--- src/sv/tcwf_pkg.sv ---
`timescale 1ns / 1ps
`default_nettype none
package tcwf_pkg;

	localparam int unsigned DeactPeriods = 100;
	localparam int unsigned AngleLimit = 1024;
	localparam int unsigned AngleShrinkQ16 = 32768;
	localparam bit ErrorScaledIncrease = 1'b1;

	localparam logic [16:0] OneQ16 = 17'd65536;
	localparam logic [16:0] ErrMinQ16 = 17'd6554;
	localparam logic [31:0] EpsScaled = 32'd1074;

	typedef enum logic [1:0] {
		MODE_INACTIVE = 2'd0,
		MODE_HOLD = 2'd1,
		MODE_REDUCE = 2'd2,
		MODE_INCREASE = 2'd3
	} mode_t;

	typedef enum logic [2:0] {
		REG_THR_HR = 3'd0,
		REG_THR_RH = 3'd1,
		REG_THR_HI = 3'd2,
		REG_THR_IH = 3'd3,
		REG_THR_SAFE = 3'd4,
		REG_RED_STEP = 3'd5,
		REG_INC_STEP = 3'd6,
		REG_INIT_RATIO = 3'd7
	} reg_idx_t;

	typedef enum logic [3:0] {
		ST_IDLE,
		ST_RESC_START,
		ST_RESC_WAIT,
		ST_ERR_START,
		ST_ERR_WAIT,
		ST_DECIDE,
		ST_MUL_STEP,
		ST_APPLY,
		ST_FOUT,
		ST_POUT,
		ST_OUT
	} seq_state_t;

	typedef struct packed {
		logic start;
		logic [47:0] num;
		logic [31:0] den;
	} div_req_t;

	typedef struct packed {
		logic busy;
		logic done;
		logic [47:0] quo;
	} div_rsp_t;

endpackage
`default_nettype wire

--- src/sv/tcwf_div.sv ---
`timescale 1ns / 1ps
`default_nettype none
module tcwf_div
	import tcwf_pkg::*;
(
	input wire logic clk,
	input wire logic arst_n,
	input wire div_req_t req,
	output div_rsp_t rsp
);

	logic [47:0] quo_q;
	logic [47:0] num_q;
	logic [32:0] rem_q;
	logic [31:0] den_q;
	logic [5:0] cnt_q;
	logic busy_q;
	logic done_q;
	logic [32:0] rem_sh;
	logic [33:0] diff;

	always_comb begin
		rem_sh = {rem_q[31:0], num_q[47]};
		diff = {1'b0, rem_sh} - {2'b00, den_q};
	end

	always_ff @(posedge clk or negedge arst_n) begin
		if (!arst_n) begin
			busy_q <= 1'b0;
			done_q <= 1'b0;
			cnt_q <= '0;
		end else begin
			done_q <= 1'b0;
			if (req.start) begin
				busy_q <= 1'b1;
				cnt_q <= 6'd48;
			end else if (busy_q) begin
				cnt_q <= cnt_q - 6'd1;
				if (cnt_q == 6'd1) begin
					busy_q <= 1'b0;
					done_q <= 1'b1;
				end
			end
		end
	end

	always_ff @(posedge clk) begin
		if (req.start) begin
			num_q <= req.num;
			den_q <= req.den;
			rem_q <= '0;
			quo_q <= '0;
		end else if (busy_q) begin
			num_q <= {num_q[46:0], 1'b0};
			if (!diff[33]) begin
				rem_q <= diff[32:0];
				quo_q <= {quo_q[46:0], 1'b1};
			end else begin
				rem_q <= rem_sh;
				quo_q <= {quo_q[46:0], 1'b0};
			end
		end
	end

	assign rsp.busy = busy_q;
	assign rsp.done = done_q;
	assign rsp.quo = quo_q;

endmodule
`default_nettype wire

--- config.mk ---
export PLATFORM = sky130hd
export DESIGN_NAME = tcwf_div
export DESIGN_NICKNAME = d
export VERILOG_FILES = /design/src/sv/tcwf_pkg.sv /design/src/sv/tcwf_div.sv
export SDC_FILE = /design/constraint.sdc
export NUM_CORES = 1
export LEC_CHECK = 0
export BUFFER_PORTS_ARGS = -buffer_cell sky130_fd_sc_hd__buf_2
export CORE_ASPECT_RATIO = 0.8
export CORE_MARGIN = 4
export CORE_UTILIZATION = 55
export CTS_BUF_LIST = sky130_fd_sc_hd__clkbuf_2
export CTS_CLUSTER_SIZE = 8
export DETAILED_ROUTE_END_ITERATION = 8
export GPL_ROUTABILITY_DRIVEN = 0
export HOLD_SLACK_MARGIN = 0.06
export PLACE_DENSITY = 0.78
export RECOVER_POWER = 100
export SLEW_MARGIN = 10
export SYNTH_ARGS = -nofsm -noshare
export SYNTH_HDL_FRONTEND = slang
export SYNTH_SLANG_ARGS = --single-unit
--- constraint.sdc ---
create_clock -name clk -period 3.2 [get_ports clk]
set_clock_uncertainty 0.05 [all_clocks]
set_input_delay 0.32 -clock clk [delete_from_list [all_inputs] [get_ports clk]]
set_output_delay 0.32 -clock clk [all_outputs]
set_load 0.05 [all_outputs]
==> results of run 1 <==
-- metal layers --
layer | vias to the layer above | part of all wire [%] | wire, um | track usage [%]
met2 | 239 | 47 | 9410 | 36.0
li1 | 3360 | - | - | -
met1 | 3304 | 45 | 9030 | 31.7
met4 | 0 | 1.8 | 364 | 6.64
met5 | - | 0 | 0 | 0
met3 | 36 | 6.2 | 1250 | 5.33
-- cell type report --
type                       instances  area share (%)
sequential                       168            40.4
multi-input combinational        551            37.9
timing repair buffer             233            15.1
tap                              210            2.52
clock inverter                    15            1.71
inverter                          42            1.51
clock buffer                      17           0.818
antenna                            1          0.0240
-- power by group --
| part | internal, mW | total (mW) | switching [mW] |
|---|---|---|---|
| combinational | 0.865 | 1.96 | 1.10 |
| clock | 0.332 | 1.20 | 0.865 |
| sequential | 2.50 | 2.67 | 0.164 |
-- worst max path at each step --
stage / start / to / slack, ns / cells after the start
after floorplan: num_q[47] / rem_q[24] / 0.29 / 12
after global placement: num_q[47] / rem_q[24] / 0.14 / 12
after detailed placement: num_q[47] / rem_q[26] / 0.02 / 12
after CTS: num_q[47] / rem_q[26] / 0.07 / 12
after global routing: num_q[47] / rem_q[20] / -0.04 / 12
final: num_q[47] / rem_q[26] / 0.08 / 12
-- Yosys cell counts (all sizes together) (3+ instances only) --
cell,number
o21a,5
edfxtp,80
o31ai,4
xor2,13
nand2,35
a21oi,31
ha,34
nor3b,9
inv,42
mux2,47
o21ai,38
nor3,7
nand4,9
and3,4
and2,8
o311ai,4
xnor2,16
a311oi,18
a211oi,6
a21o,15
nand3,26
clkbuf,28
nor2b,4
a31oi,19
dfrtp,8
buf,21
nor4,6
a221o,3
nor2,106
mux2i,48
nand2b,5
o21bai,5
o211ai,5
dfxtp,80
-- stage by stage --
stage | cell area, um2 | hold slack [ns]
3_5_place_dp | 9320 | 0.135
6_report | 10400 | 0.193
4_1_cts | 10400 | 0.147
3_3_place_gp | 9320 | 0.126
5_1_grt | 10400 | 0.0769
2_1_floorplan | 8510 | -0.0256
-- critical path: stages, from the launching register on --
cell and delay (ns):
sky130_fd_sc_hd__edfxtp_1 0.45, sky130_fd_sc_hd__inv_1 0.07, sky130_fd_sc_hd__ha_2 0.17, sky130_fd_sc_hd__inv_2 0.04, sky130_fd_sc_hd__fa_2 0.39, sky130_fd_sc_hd__a211oi_2 0.28
sky130_fd_sc_hd__o21bai_2 0.12, sky130_fd_sc_hd__a211o_1 0.31, sky130_fd_sc_hd__a311o_2 0.41, sky130_fd_sc_hd__a21o_4 0.26, sky130_fd_sc_hd__a41oi_2 0.21, sky130_fd_sc_hd__xor2_1 0.16
sky130_fd_sc_hd__o21ai_1 0.07
-- cell families (layout without fill, tap and decap cells) --
group / Yosys count / after routing / synth area share (%)
AO/OA/AOI/OAI: 168 / 168 / 13.9
XOR/XNOR: 29 / 29 / 2.99
adder cells (fa/ha/maj): 35 / 35 / 5.24
buffers and inverters: 91 / 307 / 4.46
flip-flops: 168 / 168 / 49.4
multiplexers: 95 / 95 / 11.9
other: 0 / 1 / 0
AND/OR/NAND/NOR: 224 / 224 / 12.1
-- sequential cells by signal (all words and copies together), names as in the netlist --
signal	flops
cnt_q	6
busy_q	1
num_q	48
rem_q	32
quo_q	48
den_q	32
done_q	1
-- repair_timing --
item / 4_1_cts / 5_1_grt
pin swaps: 1 / 8
setup buffers: 1 / 5
resized for setup: 1 / 6
setup endpoints to repair: 6 / 7
hold buffers: 83 / 0
hold endpoints to repair: 135 / 0
==> summary by stage, run 1 <==
Status
The run finished with clean final reports.

STA
The post-layout minimum cycle time is 3.12 ns. The number of hold violations in the final report is 0. At the pin with the least slew margin, the transition time is 1.20 ns. The setup TNS is 0 ns. The fmax is 321 MHz. After layout, the worst setup slack is 0.0816 ns. In the finished design, the share of the clock period the worst path needs comes to 97.4%. Measured against its own limit, the worst slew margin works out to 20.2%.

The final count of pins violating max slew was 0. The final setup violation count is 0. Setup repair after global routing could not meet its margin everywhere.

CTS
The CTS tree is built. TritonCTS created 17 clock buffers. The maximum root-to-sink buffer count is 2. The clock sink total is 168. The deepest level of the CTS H-tree is 4.

The clock slew seen by the registers of the worst setup and hold paths is 0.29 ns. Clock latency on the worst-skew pair, taken at its later pin, is 0.77 ns. The root buffer cell is sky130_fd_sc_hd__clkbuf_2.

Drt
The wire length per cell is 16.2 um. The number of routed nets with antenna violations is 0. The detailed-routing iteration count for the pre-antenna-repair pass is 9.

In the routed design, unresolved DRC markers number 0. The post-detailed-routing wire length is 20100 um. Dividing the detail-routed via count by the number of cells gives 5.61.

The count of vias placed by the detailed router is 6939. The number of DRC violations after detailed-routing iteration 0 is 572.

Floorplanning
The effective utilization at floorplan is 56.5%. After floorplanning, the core was sized to cover 15100 um2. The floorplan row count is 40. The die covers 17500 um2. The number of top-level pins is 133. The vertical extent of the die is 119 um. From left edge to right edge, the die measures 147 um.

Yosys
The combined area of all synthesized cells is 8510 um2. The flip-flop cell with the highest count after synthesis is sky130_fd_sc_hd__edfxtp_1. The post-synth net total is 928. In the post-synthesis netlist, the biggest area contributors are sky130_fd_sc_hd__edfxtp_1, sky130_fd_sc_hd__dfxtp_1, sky130_fd_sc_hd__mux2_2.

The cell taking the most area after synthesis is sky130_fd_sc_hd__edfxtp_1. The total number of yosys warnings is 0. After synthesis, the netlist uses 64 different library cells. Of all flip-flops after synthesis, the portion carrying an async set or reset was 4.76%. The average cell area after synthesis is 10.5 um2.

In the synthesized netlist, the number of instances is 810. The flip-flop and latch count after synthesis is 168. Of the synthesized area, sequential elements account for 49.4%.

Summed over its instances, the top area cell type makes up 28.2% of the synthesized netlist area. In this run, synthesis inferred 80 flip-flops with an integrated enable.

Critical path
The beginning of the worst register-to-register path is num_q[47]. The critical path is of the flop to flop type. The end of the worst register-to-register path is rem_q[26]. The peak fanout along the critical path is 6. The worst setup path is captured at a flop.

The depth of the worst register-to-register path is 12. The flop-to-flop setup slack is 0.08 ns. At the worst endpoint, the required time is 3.78 ns. The arrival time reported for the critical path endpoint is 3.70 ns. The worst setup path is launched from a flop.

Placement
Prior to clock tree synthesis, the placed netlist has a worst setup slack of 0.0193 ns. Detailed placement finished with a half-perimeter wire length of 12500 um. Counting tap cells, the placed design contains a total of 1115 instances.

Input and output buffers added on the ports amount to 132.

Final layout
The fraction of layout instances using a drive strength above 1 is 19.2%. The library cells used most frequently in the layout, excluding fill and tap cells, are sky130_fd_sc_hd__nor2_1, sky130_fd_sc_hd__dlygate4sd3_1, sky130_fd_sc_hd__edfxtp_1, sky130_fd_sc_hd__dfxtp_1, sky130_fd_sc_hd__buf_2. The sequential cells in the finished layout cover a total of 4210 um2. After the last flow step, the layout net total stands at 1131. The post-layout utilization of the core is 69.1%.

The leading cell type in the layout, fill and taps excluded is sky130_fd_sc_hd__nor2_1. After the flow finishes, the layout carries non-filler instances totaling 1237. Compared with the post-synthesis result, the final layout area differs by 22.3%.

The filler cells instantiated in the layout total 1179. The area used by multi-input combinational logic is 3940 um2.

Flow run
Across the run, the number of max-cap violations was 0.

Global routing
Entering global routing, the biggest net connects 77 pins. The via count of the first global-routing pass is 6592. After global routing the overflow that remains totals 0.

The initial antenna violation count came to 1. In the global route stage, overall resource usage came out at 22.9%. The first global-routing pass estimated 33000 um of wire.

Worst hold path
The path class of the lowest-slack min-delay path is input port to flop. Counting instances, the worst hold path has a depth of 2. The hold path startpoint is req[1].

The hold-critical path endpoint is den_q[1].

Pwr
The post-layout total power is 5.82 mW. The static leakage is 4.54 nW. The largest voltage drop on the vdd net is 0.000288 V.

The power density normalized to cell area is 560 nW/um2.
No activity file was read; power rests on OpenSTA's default activity.
==> run 2, diff against run 1 <==
--- a/config.mk
+++ b/config.mk
@@ -7,7 +7,6 @@
 export LEC_CHECK = 0
 export BUFFER_PORTS_ARGS = -buffer_cell sky130_fd_sc_hd__buf_2
 export CORE_ASPECT_RATIO = 0.8
-export CORE_MARGIN = 4
 export CORE_UTILIZATION = 55
 export CTS_BUF_LIST = sky130_fd_sc_hd__clkbuf_2
 export CTS_CLUSTER_SIZE = 8
==> constraint.sdc (replaced) <==
create_clock -name clk -period 3.89 [get_ports clk]
set_clock_uncertainty 0.05 [all_clocks]
set_input_delay 0.389 -clock clk [delete_from_list [all_inputs] [get_ports clk]]
set_output_delay 0.389 -clock clk [all_outputs]
set_load 0.05 [all_outputs]
==> run 2 against run 1 <==
  * The run now ends with capacitance limit, slew limit left
  * Count of clock-buffer cells in the layout is 1 higher
  * Final area is 1.5% lower
  * Die area shrank 8.9%
  * Worst hold slack improved by 0.080 ns
  * Combinational power shrank 21%
  * Global-route usage rose by 2.4 points
  * Clock power is 24% lower
  * Worst setup slack better by 0.43 ns
  * Flip-flop and latch count is the same
  * Critical path depth down 10
  * Utilization shrank 1.0 points
==> summary by stage, run 2 (synthesis results as in run 1) <==
Status
The run finished, with violations left. The checks that failed: capacitance limit, slew limit.

Final layout
Of the cells placed in the final design, the portion with a size suffix greater than 1 is 17.9%. The largest registers in the layout are num_q (48), quo_q (48). The area growth from synthesis to final layout is 20.5%.

The top cell types in the final layout, fill and taps aside, are sky130_fd_sc_hd__nor2_1, sky130_fd_sc_hd__dlygate4sd3_1, sky130_fd_sc_hd__buf_2. Once layout is done, the placed cells without fillers occupy 10200 um2. Leaving out fill and tap cells, the most frequent cell in the layout is sky130_fd_sc_hd__nor2_1.

In the final design database the tool counted 1122 nets. The number of diodes added for antenna fixing is 0. The post-layout utilization of the core is 68.0%.

Drt
The post-detailed-routing wire length is 19500 um. The mean number of vias per cell is 5.54. The wire length per cell is 15.9 um. In the routed design, unresolved DRC markers number 0. The number of routed nets with antenna violations is 0. The detailed router finished its first iteration with 599 violations. The first detailed-routing pass ran for 5 iterations. Across all layers, the routed design uses 6795 vias.

CTS
The clock sink total is 168. The root buffer cell is sky130_fd_sc_hd__clkbuf_2. The clock slew seen by the registers of the worst setup and hold paths is 0.30 ns. The clock reaches the later pin of the worst-skew pair after 0.76 ns.

Gates resized during post-CTS repair numbered 0. TritonCTS built the clock tree. CTS built an H-tree with a depth of 4. The number of clock buffers added by TritonCTS is 17. The number of hold buffers added after cts is 83.

The maximum root-to-sink buffer count is 2. Once the clock tree was built, the setup fixing pass inserted 0 buffers.

Global routing
The first global-routing pass estimated 32000 um of wire. The initial antenna violation count was 0. The maximum number of pins on one net before global-route repair is 78. After global routing the overflow that remains totals 0.

The via count of the first global-routing pass is 6470. The total global routing track utilization is 25.3%.

Critical path
The highest cell delay on the worst timing path is 0.89 ns. The flop-to-flop setup slack is 0.52 ns. The nature of the critical path startpoint is a flop. For this design, the slowest cell found on the critical path is sky130_fd_sc_hd__dfrtp_4. The peak fanout along the critical path is 61. For the worst setup path, the data required time is 3.45 ns.

The critical path in this run is classified as flop to output port. The capturing element type of the critical path is an output port. At the worst endpoint, the arrival time is 2.94 ns. The critical path goes through buf_4 -> clkbuf_1.

Floorplanning
Pin placement for this block handled 133 I/O pins. The floorplan step set the die width to 141 um. The core region is 15100 um2. After floorplanning, the core was divided into 40 placement rows. Once the floorplan was initialized, standard cells occupied 56.5% of the core. The vertical extent of the die is 113 um. The die covers 16000 um2.

STA
For the pin with the worst max-slew slack, the measured transition is 2.25 ns. Measured against its own limit, the worst slew margin works out to -49.8%. The final critical path takes up 86.8% of the cycle. Static timing analysis puts the maximum clock frequency at 296 MHz. Setup repair after global routing left no endpoint under its margin. The post-layout minimum cycle time is 3.37 ns. The number of hold violations in the final report is 0. The final setup violation count is 0.

The final count of pins violating max slew was 45. The setup TNS is 0 ns.

Pwr
The largest voltage drop on the vdd net is 0.000188 V. The analysis attributes to cell leakage a power of 4.46 nW. The internal portion of the total power is 2.98 mW. Combinational cells account for 33.2% of the total power. For this design the total switching power over the nets is 1.67 mW. The power density normalized to cell area is 454 nW/um2. In this run, flip-flops and latches consume 47.2% of the power. The clock network accounts for 19.6% of the total power. Net switching is 35.9% of the power.

Placement
The detailed-placement wirelength estimate is 12200 um. Buffers placed on the I/O ports in this run total 132. The total cell area at the placement stage is 9290 um2.

Flow run
Max-cap violations in this run came to 1.

Worst hold path
In this run the worst hold path is classified as input port to flop.
## run 2: cell types whose count changed in the layout (fill, tap and decap cells not counted), sizes merged
cell      delta
buf          -7
clkbuf       -1
clkinv       -2
clkinvlp     +1
diode        -1
## run 2: routing by layer
layer  vias up  wire [um]  part of all wire (%)  global-route usage, %
met5         -          0                     0                      0
met4         0        276                   1.4                   6.30
met3        26        945                   4.8                   5.42
met2       202       9140                    47                   41.2
met1      3222       9180                    47                   34.4
li1       3345          -                     -                      -
## run 2: stage by stage
stage          cells  power (mW)  setup slack [ns]  hold slack (ns)
2_1_floorplan    810        3.34             0.981           0.0434
3_3_place_gp    1112        3.64             0.820            0.193
3_5_place_dp    1112        3.67             0.776            0.194
4_1_cts         1227        4.65             0.606            0.226
5_1_grt         1227        4.93             0.218            0.206
6_report        1227        4.65             0.515            0.273
## run 2: path summary, 6_finish.rpt
| kind | to | start | cells past startpoint |
|---|---|---|---|
| worst max-delay path | rsp[49] | busy_q | 2 |
| worst min-delay path | den_q[3] | req[3] | 2 |
| worst max register to register | rem_q[20] | den_q[2] | 11 |
| worst min register to register | rem_q[5] | rem_q[5] | 2 |
| max in group asynchronous | busy_q | arst_n | 3 |
| min in group asynchronous | cnt_q[0] | arst_n | 3 |
## run 2: layout make-up
type	count	area, um2
clock buffers	18	90.1
inverters	42	158
flip-flops and latches	168	4210
clock inverters	14	138
repair buffers	224	1490
well taps	210	263
multi-input cells	551	3900
fillers	1191	4820
## run 2: worst max-delay path, delay by kind of cell (launching register included)
family	cells	cell delay, ns
buf+inv	2	1.30
flops	1	0.89
## run 2: power by group through the flow
| stage | registers, mW | logic, mW | clock network (mW) |
|---|---|---|---|
| finish | 2.19 | 1.54 | 0.911 |
| global route | 2.22 | 1.70 | 1.01 |
| CTS | 2.19 | 1.53 | 0.932 |
| detailed placement | 2.22 | 1.45 | 0 |
| global placement | 2.22 | 1.43 | 0 |
| floorplan | 2.20 | 1.14 | 0 |
